===== config.mk =====
export PLATFORM = sky130hd
export DESIGN_NAME = h264_rtp_fu_a_packetizer_unit
export DESIGN_NICKNAME = d
export VERILOG_FILES = /design/src/rtl/core/h264fu_pkg.sv /design/src/rtl/core/h264fu_cfg_regs.sv /design/src/rtl/core/h264fu_unit_ctrl.sv /design/src/rtl/core/h264fu_beat_emit.sv /design/src/rtl/core/h264_rtp_fu_a_packetizer_unit.sv
export VERILOG_INCLUDE_DIRS = /design/src /design/src/rtl/core
export SDC_FILE = /design/constraint.sdc
export NUM_CORES = 1
export LEC_CHECK = 0
export ABC_AREA = 1
export BUFFER_PORTS_ARGS = -buffer_cell sky130_fd_sc_hd__buf_2
export CORE_AREA = 2 2 186 188
export DETAILED_ROUTE_END_ITERATION = 8
export DIE_AREA = 0 0 188 190
export PLACE_DENSITY = 0.77
export SLEW_MARGIN = 20
export SYNTH_ARGS = -nofsm -noshare
export SYNTH_HDL_FRONTEND = slang
export SYNTH_SLANG_ARGS = --single-unit

===== constraint.sdc =====
create_clock -name aclk -period 4.1 [get_ports aclk]
set_input_delay 0.41 -clock aclk [delete_from_list [all_inputs] [get_ports aclk]]
set_output_delay 0.41 -clock aclk [all_outputs]
set_load 0.01 [all_outputs]

===== src/rtl/core/h264_rtp_fu_a_packetizer_unit_defines.svh =====
// Assertion macros for the H.264 RTP FU-A packetizer.
`ifndef H264_RTP_FU_A_PACKETIZER_UNIT_DEFINES_SVH
`define H264_RTP_FU_A_PACKETIZER_UNIT_DEFINES_SVH

// Same-cycle implication, disabled in reset.
`define H264FU_ASSERT_NOW(label, clk, rstn, ante, cons, msg) \
    label: assert property (@(posedge clk) disable iff (!(rstn)) (ante) |-> (cons)) \
        else $error(msg);

// Next-cycle implication, disabled in reset.
`define H264FU_ASSERT_NEXT(label, clk, rstn, ante, cons, msg) \
    label: assert property (@(posedge clk) disable iff (!(rstn)) (ante) |=> (cons)) \
        else $error(msg);

`endif


===== src/rtl/core/h264fu_pkg.sv =====
// Shared types and constants of the H.264 RTP FU-A packetizer.
`timescale 1ns / 1ps

package h264fu_pkg;

    localparam int LEN_BITS    = 22;
    localparam int FILL_BITS   = 11;
    localparam int ADDR_BITS   = 4;
    localparam int S_DATA_BITS = ((8 + LEN_BITS + 7) / 8) * 8;
    localparam int M_USER_BITS = 3;

    localparam logic [1:0] REG_TS_STEP = 2'd0;
    localparam logic [1:0] REG_LIMIT   = 2'd1;
    localparam logic [1:0] REG_PTYPE   = 2'd2;
    localparam logic [1:0] REG_SSRC    = 2'd3;

    localparam logic [16:0] TS_STEP_RST = 17'd3600;
    localparam logic [10:0] LIMIT_RST   = 11'd1400;
    localparam logic [6:0]  PTYPE_RST   = 7'd96;
    localparam logic [31:0] SSRC_RST    = 32'd10;

    localparam logic [10:0] MIN_LIMIT = 11'd2;
    localparam logic [7:0]  RTP_V2    = 8'h80;
    localparam logic [7:0]  FU_A_TYPE = 8'd28;
    localparam logic [7:0]  NRI_MASK  = 8'he0;

    localparam logic [3:0] BEAT_FU_IND   = 4'd12;
    localparam logic [3:0] BEAT_FU_HDR   = 4'd13;
    localparam logic [3:0] BEAT_LAST_HDR = 4'd12;
    localparam logic [3:0] BEAT_LAST_FU  = 4'd14;

    typedef struct packed {
        logic [16:0] ts_step;
        logic [10:0] limit;
        logic [6:0]  ptype;
        logic [31:0] ssrc;
    } cfg_t;

    typedef struct packed {
        logic        hdr;
        logic        fu;
        logic        marker;
        logic [15:0] seq;
        logic [31:0] ts;
        logic [7:0]  fu_ind;
        logic [7:0]  fu_hdr;
        logic [7:0]  data;
        logic        data_end;
        logic        err;
    } plan_t;

endpackage


===== src/rtl/core/h264fu_cfg_regs.sv =====
// APB configuration registers of the packetizer.
`timescale 1ns / 1ps

module h264fu_cfg_regs (
    input  logic                             aclk,
    input  logic                             aresetn,
    input  logic                             psel,
    input  logic                             penable,
    input  logic                             pwrite,
    input  logic [h264fu_pkg::ADDR_BITS-1:0] paddr,
    input  logic [31:0]                      pwdata,
    output logic [31:0]                      prdata,
    output logic                             pready,
    output h264fu_pkg::cfg_t                 cfg
);
    import h264fu_pkg::*;

    logic [16:0] ts_step_reg;
    logic [10:0] limit_reg;
    logic [6:0]  ptype_reg;
    logic [31:0] ssrc_reg;
    logic [1:0]  reg_idx;
    logic        wr_en;

    assign pready  = 1'b1;
    assign reg_idx = paddr[ADDR_BITS-1:2];
    assign wr_en   = psel & penable & pwrite & pready;

    always_ff @(posedge aclk) begin
        if (!aresetn) begin
            ts_step_reg <= TS_STEP_RST;
            limit_reg   <= LIMIT_RST;
            ptype_reg   <= PTYPE_RST;
            ssrc_reg    <= SSRC_RST;
        end else if (wr_en) begin
            unique case (reg_idx)
                REG_TS_STEP: ts_step_reg <= pwdata[16:0];
                REG_LIMIT:   limit_reg   <= pwdata[10:0];
                REG_PTYPE:   ptype_reg   <= pwdata[6:0];
                REG_SSRC:    ssrc_reg    <= pwdata;
                default: ;
            endcase
        end
    end

    always_comb begin
        unique case (reg_idx)
            REG_TS_STEP: prdata = 32'(ts_step_reg);
            REG_LIMIT:   prdata = 32'(limit_reg);
            REG_PTYPE:   prdata = 32'(ptype_reg);
            REG_SSRC:    prdata = ssrc_reg;
            default:     prdata = '0;
        endcase
    end

    assign cfg.ts_step = ts_step_reg;
    assign cfg.limit   = limit_reg;
    assign cfg.ptype   = ptype_reg;
    assign cfg.ssrc    = ssrc_reg;

endmodule


===== src/rtl/core/h264fu_unit_ctrl.sv =====
// NAL unit tracking and per-beat packet planning.
`timescale 1ns / 1ps

module h264fu_unit_ctrl (
    input  logic                            aclk,
    input  logic                            aresetn,
    input  logic                            in_fire,
    input  logic [7:0]                      nal_byte,
    input  logic [h264fu_pkg::LEN_BITS-1:0] nal_length,
    input  h264fu_pkg::cfg_t                cfg,
    output h264fu_pkg::plan_t               plan,
    output logic                            plan_load
);
    import h264fu_pkg::*;

    logic [31:0]          ts_reg,   ts_next;
    logic [15:0]          seq_reg,  seq_next;
    logic [LEN_BITS-1:0]  pos_reg,  pos_next;
    logic [LEN_BITS-1:0]  ulen_reg, ulen_next;
    logic [7:0]           uhdr_reg, uhdr_next;
    logic [FILL_BITS-1:0] fill_reg, fill_next;
    logic                 frag_reg, frag_next;

    logic [FILL_BITS-1:0] lim;
    logic [LEN_BITS-1:0]  lim_ext;
    logic [LEN_BITS:0]    pos_inc;
    logic [LEN_BITS-1:0]  remain;
    logic [FILL_BITS-1:0] fill_base;
    logic [FILL_BITS-1:0] fill_inc;
    logic [15:0]          seq_inc;
    logic [31:0]          ts_add;
    logic                 idle;
    logic                 last;
    logic                 first_frag;
    logic                 new_frag;
    logic                 e_bit;

    assign lim        = (cfg.limit < MIN_LIMIT) ? MIN_LIMIT : cfg.limit;
    assign lim_ext    = LEN_BITS'(lim);
    assign idle       = (pos_reg == '0);
    assign pos_inc    = {1'b0, pos_reg} + (LEN_BITS+1)'(1);
    assign last       = (pos_inc >= {1'b0, ulen_reg});
    assign remain     = ulen_reg - pos_reg;
    assign first_frag = (pos_reg == LEN_BITS'(1));
    assign new_frag   = first_frag || (fill_reg >= lim);
    assign e_bit      = !first_frag && (remain <= lim_ext);
    assign fill_base  = (new_frag && !first_frag) ? '0 : fill_reg;
    assign fill_inc   = fill_base + FILL_BITS'(1);
    assign seq_inc    = seq_reg + 16'd1;
    assign ts_add     = ts_reg + 32'(cfg.ts_step);

    always_comb begin
        ts_next   = ts_reg;
        seq_next  = seq_reg;
        pos_next  = pos_reg;
        ulen_next = ulen_reg;
        uhdr_next = uhdr_reg;
        fill_next = fill_reg;
        frag_next = frag_reg;
        plan_load = 1'b0;
        plan          = '0;
        plan.seq      = seq_inc;
        plan.ts       = ts_reg;
        plan.data     = nal_byte;
        plan.fu_ind   = (uhdr_reg & NRI_MASK) | FU_A_TYPE;
        plan.fu_hdr   = {first_frag, e_bit, 1'b0, uhdr_reg[4:0]};
        if (in_fire) begin
            if (idle) begin
                ts_next   = ts_add;
                plan.ts   = ts_add;
                ulen_next = nal_length;
                if (nal_length == '0) begin
                    plan_load = 1'b1;
                    plan.err  = 1'b1;
                    plan.data = '0;
                end else begin
                    uhdr_next = nal_byte;
                    if (nal_length > lim_ext) begin
                        frag_next = 1'b1;
                        fill_next = FILL_BITS'(1);
                        pos_next  = LEN_BITS'(1);
                    end else begin
                        frag_next     = 1'b0;
                        seq_next      = seq_inc;
                        plan_load     = 1'b1;
                        plan.hdr      = 1'b1;
                        plan.data_end = (nal_length == LEN_BITS'(1));
                        pos_next      = (nal_length == LEN_BITS'(1)) ? '0 : LEN_BITS'(1);
                    end
                end
            end else if (!frag_reg) begin
                plan_load     = 1'b1;
                plan.data_end = last;
                pos_next      = last ? '0 : pos_inc[LEN_BITS-1:0];
            end else begin
                plan_load = 1'b1;
                if (new_frag) begin
                    seq_next    = seq_inc;
                    plan.hdr    = 1'b1;
                    plan.fu     = 1'b1;
                    plan.marker = e_bit;
                end
                fill_next     = fill_inc;
                plan.data_end = last || (fill_inc >= lim);
                pos_next      = last ? '0 : pos_inc[LEN_BITS-1:0];
            end
        end
    end

    always_ff @(posedge aclk) begin
        if (!aresetn) begin
            ts_reg   <= '0;
            seq_reg  <= '0;
            pos_reg  <= '0;
            ulen_reg <= '0;
            uhdr_reg <= '0;
            fill_reg <= '0;
            frag_reg <= 1'b0;
        end else begin
            ts_reg   <= ts_next;
            seq_reg  <= seq_next;
            pos_reg  <= pos_next;
            ulen_reg <= ulen_next;
            uhdr_reg <= uhdr_next;
            fill_reg <= fill_next;
            frag_reg <= frag_next;
        end
    end

endmodule


===== src/rtl/core/h264fu_beat_emit.sv =====
// Plan register and output register that serialize packet beats.
`timescale 1ns / 1ps

module h264fu_beat_emit (
    input  logic                               aclk,
    input  logic                               aresetn,
    input  h264fu_pkg::plan_t                  plan_in,
    input  logic                               plan_load,
    input  h264fu_pkg::cfg_t                   cfg,
    output logic                               in_ready,
    output logic                               m_tvalid,
    input  logic                               m_tready,
    output logic [7:0]                         m_tdata,
    output logic                               m_tlast,
    output logic [h264fu_pkg::M_USER_BITS-1:0] m_tuser
);
    import h264fu_pkg::*;

    plan_t                  plan_reg;
    logic                   busy_reg;
    logic [3:0]             idx_reg;
    logic                   out_valid_reg;
    logic [7:0]             out_data_reg;
    logic                   out_last_reg;
    logic [M_USER_BITS-1:0] out_user_reg;

    logic [3:0] last_idx;
    logic       beat_last;
    logic       out_free;
    logic       advance;
    logic [7:0] beat_byte;

    assign last_idx  = !plan_reg.hdr ? 4'd0 : (plan_reg.fu ? BEAT_LAST_FU : BEAT_LAST_HDR);
    assign beat_last = (idx_reg == last_idx);
    assign out_free  = !out_valid_reg || m_tready;
    assign advance   = busy_reg && out_free;
    assign in_ready  = !busy_reg || (advance && beat_last);

    always_comb begin
        beat_byte = plan_reg.data;
        if (plan_reg.hdr) begin
            case (idx_reg)
                4'd0:        beat_byte = RTP_V2;
                4'd1:        beat_byte = {plan_reg.marker, cfg.ptype};
                4'd2:        beat_byte = plan_reg.seq[15:8];
                4'd3:        beat_byte = plan_reg.seq[7:0];
                4'd4:        beat_byte = plan_reg.ts[31:24];
                4'd5:        beat_byte = plan_reg.ts[23:16];
                4'd6:        beat_byte = plan_reg.ts[15:8];
                4'd7:        beat_byte = plan_reg.ts[7:0];
                4'd8:        beat_byte = cfg.ssrc[31:24];
                4'd9:        beat_byte = cfg.ssrc[23:16];
                4'd10:       beat_byte = cfg.ssrc[15:8];
                4'd11:       beat_byte = cfg.ssrc[7:0];
                BEAT_FU_IND: beat_byte = plan_reg.fu ? plan_reg.fu_ind : plan_reg.data;
                BEAT_FU_HDR: beat_byte = plan_reg.fu_hdr;
                default:     beat_byte = plan_reg.data;
            endcase
        end
    end

    always_ff @(posedge aclk) begin
        if (plan_load) begin
            plan_reg <= plan_in;
        end
        if (out_free && busy_reg) begin
            out_data_reg <= beat_byte;
            out_last_reg <= beat_last && plan_reg.data_end;
            out_user_reg <= {beat_last, plan_reg.err, plan_reg.hdr && (idx_reg == 4'd0)};
        end
    end

    always_ff @(posedge aclk) begin
        if (!aresetn) begin
            busy_reg      <= 1'b0;
            idx_reg       <= '0;
            out_valid_reg <= 1'b0;
        end else begin
            if (plan_load) begin
                busy_reg <= 1'b1;
            end else if (advance && beat_last) begin
                busy_reg <= 1'b0;
            end
            if (advance) begin
                idx_reg <= beat_last ? 4'd0 : idx_reg + 4'd1;
            end
            if (out_free) begin
                out_valid_reg <= busy_reg;
            end
        end
    end

    assign m_tvalid = out_valid_reg;
    assign m_tdata  = out_data_reg;
    assign m_tlast  = out_last_reg;
    assign m_tuser  = out_user_reg;

endmodule


===== src/rtl/core/h264_rtp_fu_a_packetizer_unit.sv =====
// Top level of the H.264 RTP FU-A packetizer.
//
//  channel   dir  handshake          payload
//  s_        in   s_tvalid/s_tready  s_tdata: nal_byte, nal_length
//  m_        out  m_tvalid/m_tready  m_tdata: packet_byte; m_tlast: packet_end;
//                                    m_tuser: packet_start, length_error, run_last
//  apb       in   psel/penable       ts step, limit, rtp_pt, ssrc
//
// One beat leaves per cycle while m_tready is high; an input beat yields 0, 1, 13 or 15 output beats.
// Payload bytes pass at one beat per cycle while m_tready is high; a packet header stalls input while it is sent.
// The next input beat is taken in the cycle its predecessor's last output beat is loaded.
// Output beats sit in a register; m_tready low holds it and backs up to s_tready.
// aresetn is synchronous, active low; no clearing pass follows reset.
`timescale 1ns / 1ps
`include "h264_rtp_fu_a_packetizer_unit_defines.svh"

module h264_rtp_fu_a_packetizer_unit (
    input  logic                               aclk,
    input  logic                               aresetn,
    input  logic                               s_tvalid,
    output logic                               s_tready,
    // [7:0] nal_byte, [29:8] nal_length, [31:30] zero
    input  logic [h264fu_pkg::S_DATA_BITS-1:0] s_tdata,
    output logic                               m_tvalid,
    input  logic                               m_tready,
    // [7:0] packet_byte
    output logic [7:0]                         m_tdata,
    output logic                               m_tlast,
    // [0] packet_start, [1] length_error, [2] run_last
    output logic [h264fu_pkg::M_USER_BITS-1:0] m_tuser,
    input  logic                               psel,
    input  logic                               penable,
    input  logic                               pwrite,
    input  logic [h264fu_pkg::ADDR_BITS-1:0]   paddr,
    input  logic [31:0]                        pwdata,
    output logic [31:0]                        prdata,
    output logic                               pready
);
    import h264fu_pkg::*;

    cfg_t  cfg;
    plan_t plan;
    logic  plan_load;
    logic  in_fire;

    assign in_fire = s_tvalid & s_tready;

    h264fu_cfg_regs u_cfg (
        .aclk    (aclk),
        .aresetn (aresetn),
        .psel    (psel),
        .penable (penable),
        .pwrite  (pwrite),
        .paddr   (paddr),
        .pwdata  (pwdata),
        .prdata  (prdata),
        .pready  (pready),
        .cfg     (cfg)
    );

    h264fu_unit_ctrl u_ctrl (
        .aclk       (aclk),
        .aresetn    (aresetn),
        .in_fire    (in_fire),
        .nal_byte   (s_tdata[7:0]),
        .nal_length (s_tdata[8 +: LEN_BITS]),
        .cfg        (cfg),
        .plan       (plan),
        .plan_load  (plan_load)
    );

    h264fu_beat_emit u_emit (
        .aclk      (aclk),
        .aresetn   (aresetn),
        .plan_in   (plan),
        .plan_load (plan_load),
        .cfg       (cfg),
        .in_ready  (s_tready),
        .m_tvalid  (m_tvalid),
        .m_tready  (m_tready),
        .m_tdata   (m_tdata),
        .m_tlast   (m_tlast),
        .m_tuser   (m_tuser)
    );

    `H264FU_ASSERT_NOW(a_err_alone, aclk, aresetn, m_tvalid && m_tuser[1], !m_tuser[0] && !m_tlast && m_tuser[2] && (m_tdata == 8'h00), "length error beat carries packet flags")
    `H264FU_ASSERT_NOW(a_start_version, aclk, aresetn, m_tvalid && m_tuser[0], (m_tdata == RTP_V2) && !m_tuser[2] && !m_tlast, "packet start beat is not an RTP version byte")
    `H264FU_ASSERT_NEXT(a_out_hold, aclk, aresetn, m_tvalid && !m_tready, m_tvalid && $stable(m_tdata) && $stable(m_tlast) && $stable(m_tuser), "stalled output beat changed")

endmodule


==> flow_summary.yaml <==
outcome:
  outcome: "completed"
pwr:
  leakage_nw: 8.184
  total_power_mw: 6.993
  peakVddDrop_mv: 0.2814
  power_frac_comb: 0.185
  internal-power_mw: 4.948
  powerDensity_nw_per_um2: 383.5
  p_sw_mw: 2.045
  swShare: 0.2925
  pwr-share-clk: 0.391
  seq_power_share: 0.424
clock_tree:
  cts_buffers: 30
  clock_path_buffers: 3
  cts_root_buf: "clkbuf_16"
  clkSinkCount: 268
  h-tree-depth: 1
  insertion_delay_ns: 0.58
  cts_tree: "built"
  cts_hold_buf: 0
  clkTransAtPathRegs_ns: 0.06
die:
  core_sq_um: 33950
  die_area_sq_um: 35720
  die_w_um: 188
  die_height_um: 190
  start_util: 0.4706
  num_rows: 68
  io_pins: 122
global_route:
  overflow: 0
  gr-usage-all-layers: 0.2563
  grt_pass1_wl_um: 73540
  antenna_found_initial: 0
  grt_max_degree: 76
  grt_pass1_vias: 14167
cells_and_area:
  drive_gt1_frac: 0.1171
  final_core_util: 0.5371
  largest_reg_flops: 71
  design_area_sq_um: 18230
  fin_nets: 2449
  diodes: 0
  area_growth_pct: 14.14
worst_setup_path:
  startpoint_type: "register"
  cp_max_fo: 3
  worst-setup-path-type: "register to register"
  crit_path_end_kind: "register"
  crit_arrival_ns: 4.16
  crit_required_ns: 4.44
route:
  vias: 15085
  drt_wl_total_um: 46660
  wire_per_inst_um: 17.05
  firstDrtPassIters: 8
  drt_iter0_markers: 1284
  drt-vias-per-instance: 5.514
  drc: 0
  drtAntennaViolNets: 0
logic_synthesis:
  ys_seq_area_frac: 0.3878
  synth_fp_nets: 2328
  synth_cell_type_count: 57
  netlist_area_sq_um: 15980
  synth-seq-cells: 268
  postSynthAreaPerCell_sq_um: 7.472
  synth_cells: 2138
  async_reset_ff_frac: 0
  synth_enable_flop_cells: 83
  yosys_warnings: 0
  synth_flop_cell: "dfxtp_1"
timing:
  tns_ns: 0
  finalCriticalPeriod_ns: 3.822
  setup_viol: 0
  fmax_mhz: 261.7
  slew_viol_final: 0
  worst_pin_slew_ns: 0.8998
  hold_viol_final: 0
  relSlewSlack: 0.3979
  period_share: 0.9321
  hold_slack_ns: 0.07192
  finClkSkew_ns: 0.009432
flow_run:
  cap_violations: 0
place:
  io_buffers: 116
  place_congestion: 0.9511
  dp_hpwl_um: 35180
  dpl-instance-area_sq_um: 17090
min_path:
  hold_path_class: "input pin to register"
critical path, stage by stage (launching register included):
cell and delay, ns:
dfxtp_1 0.31, inv_1 0.07, nand4_1 0.12, nor4_2 0.26, nor2_1 0.11, ha_1 0.30
nand3b_1 0.09, nand2_1 0.05, nand2_1 0.08, nand2_2 0.06, o21ai_2 0.16, inv_2 0.09
nor2_4 0.10, ha_2 0.18, nand4_1 0.15, inv_1 0.12, nand3_1 0.10, and2_1 0.20
ha_4 0.23, a21oi_2 0.12, nor2_1 0.06, a211oi_2 0.16, nand3_1 0.12, o21ai_1 0.15
nand3_1 0.09, nand2_1 0.07, nand2_1 0.05
path summary, 6_finish.rpt:
check                                   from  cells after the start                                  to  slack, ns
max          u_cfg.limit_reg[6]$_SDFFE_PN1P_                     26    u_emit.plan_reg[1]$_SDFFCE_PN0P_       0.28
max reg2reg  u_cfg.limit_reg[6]$_SDFFE_PN1P_                     26    u_emit.plan_reg[1]$_SDFFCE_PN0P_       0.28
min reg2reg  u_ctrl.uhdr_reg[7]$_SDFFE_PN0P_                      0       u_emit.plan_reg[25]$_DFFE_PP_       0.43
min                               pwdata[11]                      3  u_cfg.ts_step_reg[11]$_SDFFE_PN1P_       0.07
cells by family (layout without fill, tap and decap cells):
| group | count (synthesis) | after routing | synth area share |
|---|---|---|---|
| DFF | 268 | 268 | 0.3878 |
| buffers and inverters | 334 | 477 | 0.08153 |
| adders and majority gates | 115 | 115 | 0.09101 |
| and+or+nand+nor | 919 | 919 | 0.2492 |
| other | 1 | 1 | 0.0002347 |
| AOI/OAI and AO/OA | 427 | 427 | 0.1496 |
| xor gates and xnor gates | 74 | 74 | 0.04057 |
layout by cell type, fill, tap and decap left out, types with 5 or more instances in the layout:
cell,netlist,layout
nand2_1,399,397
inv_1,268,266
nor2_1,271,266
a21oi_1,194,193
dfxtp_1,185,185
o21ai_0,147,146
buf_2,11,115
ha_1,113,110
nand3_1,94,94
edfxtp_1,83,83
nand4_1,60,60
xor2_1,55,54
buf_4,3,31
nor3_1,31,30
clkbuf_16,0,30
xnor2_1,19,18
nor2_2,14,18
or2_2,17,17
a211oi_1,16,15
o211ai_1,11,11
o21ai_1,9,10
nor4_1,10,9
o2111ai_1,9,9
clkbuf_8,0,8
o22ai_1,7,7
a22o_1,6,6
a221oi_1,6,6
nand2_2,3,5
inv_2,3,5
o21bai_1,5,5
clkinv_2,0,5
metrics by stage:
step           instances  setup slack [ns]
2_1_floorplan       2138           0.08810
3_3_place_gp        2677            0.1339
3_5_place_dp        2677           0.02505
4_1_cts             2731           0.01321
5_1_grt             2736          -0.02011
6_report            2736            0.2785
Yosys cell counts, drive strengths merged, types with 2 or more instances:
master   number  area share
a21o          2     0.00094
nand3        95       0.030
a2111o        2      0.0014
o22ai         7      0.0027
a21oi       196       0.063
o211ai       12      0.0060
a221oi        6      0.0033
ha          113       0.089
nand2       406       0.098
fa            2      0.0025
xnor2        19       0.010
nand4        60       0.023
edfxtp       83        0.16
dfxtp       185        0.23
nor2        286       0.070
clkbuf       43       0.010
clkinv        3      0.0010
o2111ai       9      0.0049
a22o          6      0.0033
a31oi         3      0.0012
nand3b        4      0.0019
nor4         10      0.0039
inv         272       0.064
or2          17      0.0067
xor2         55       0.030
nor3         32       0.010
and2          4      0.0016
nor3b         4      0.0022
a211oi       16      0.0075
buf          16      0.0063
o21bai        5      0.0023
o21ai       157       0.049
o31ai         2      0.0018
o21a          2     0.00094
power by group through the flow:
stage	registers, mW	clock network [mW]	logic, mW
global route	2.98	2.89	1.45
CTS	2.96	2.79	1.26
detailed placement	3.02	0	1.25
finish	2.97	2.74	1.29
floorplan	2.99	0	0.898
global placement	3.02	0	1.22
layer usage:
layer,vias to the layer above,wire [um],GRT usage
met2,583,21090,0.4222
li1,7398,-,-
met5,-,0,0
met1,7010,20630,0.3470
met3,94,3254,0.02583
met4,0,1683,0.1015
cell type report:
type | instances | area [sq um]
clock inverters | 12 | 142.6
flip-flops and latches | 268 | 6196
inverters | 275 | 1040
repair buffers | 148 | 848.3
clock buffers | 42 | 875.8
multi-input cells | 1536 | 8562
fillers | 3138 | 15710
well taps | 455 | 569.3
timing repair:
| item | in CTS | in global routing |
|---|---|---|
| gates resized for setup | 2 | 16 |
| setup endpoints to repair | 1 | 1 |
| buffers inserted | 0 | 5 |
| pin swaps | 0 | 11 |
| cloned | 0 | 0 |
Note: power is estimated with default switching activity, not from simulation.
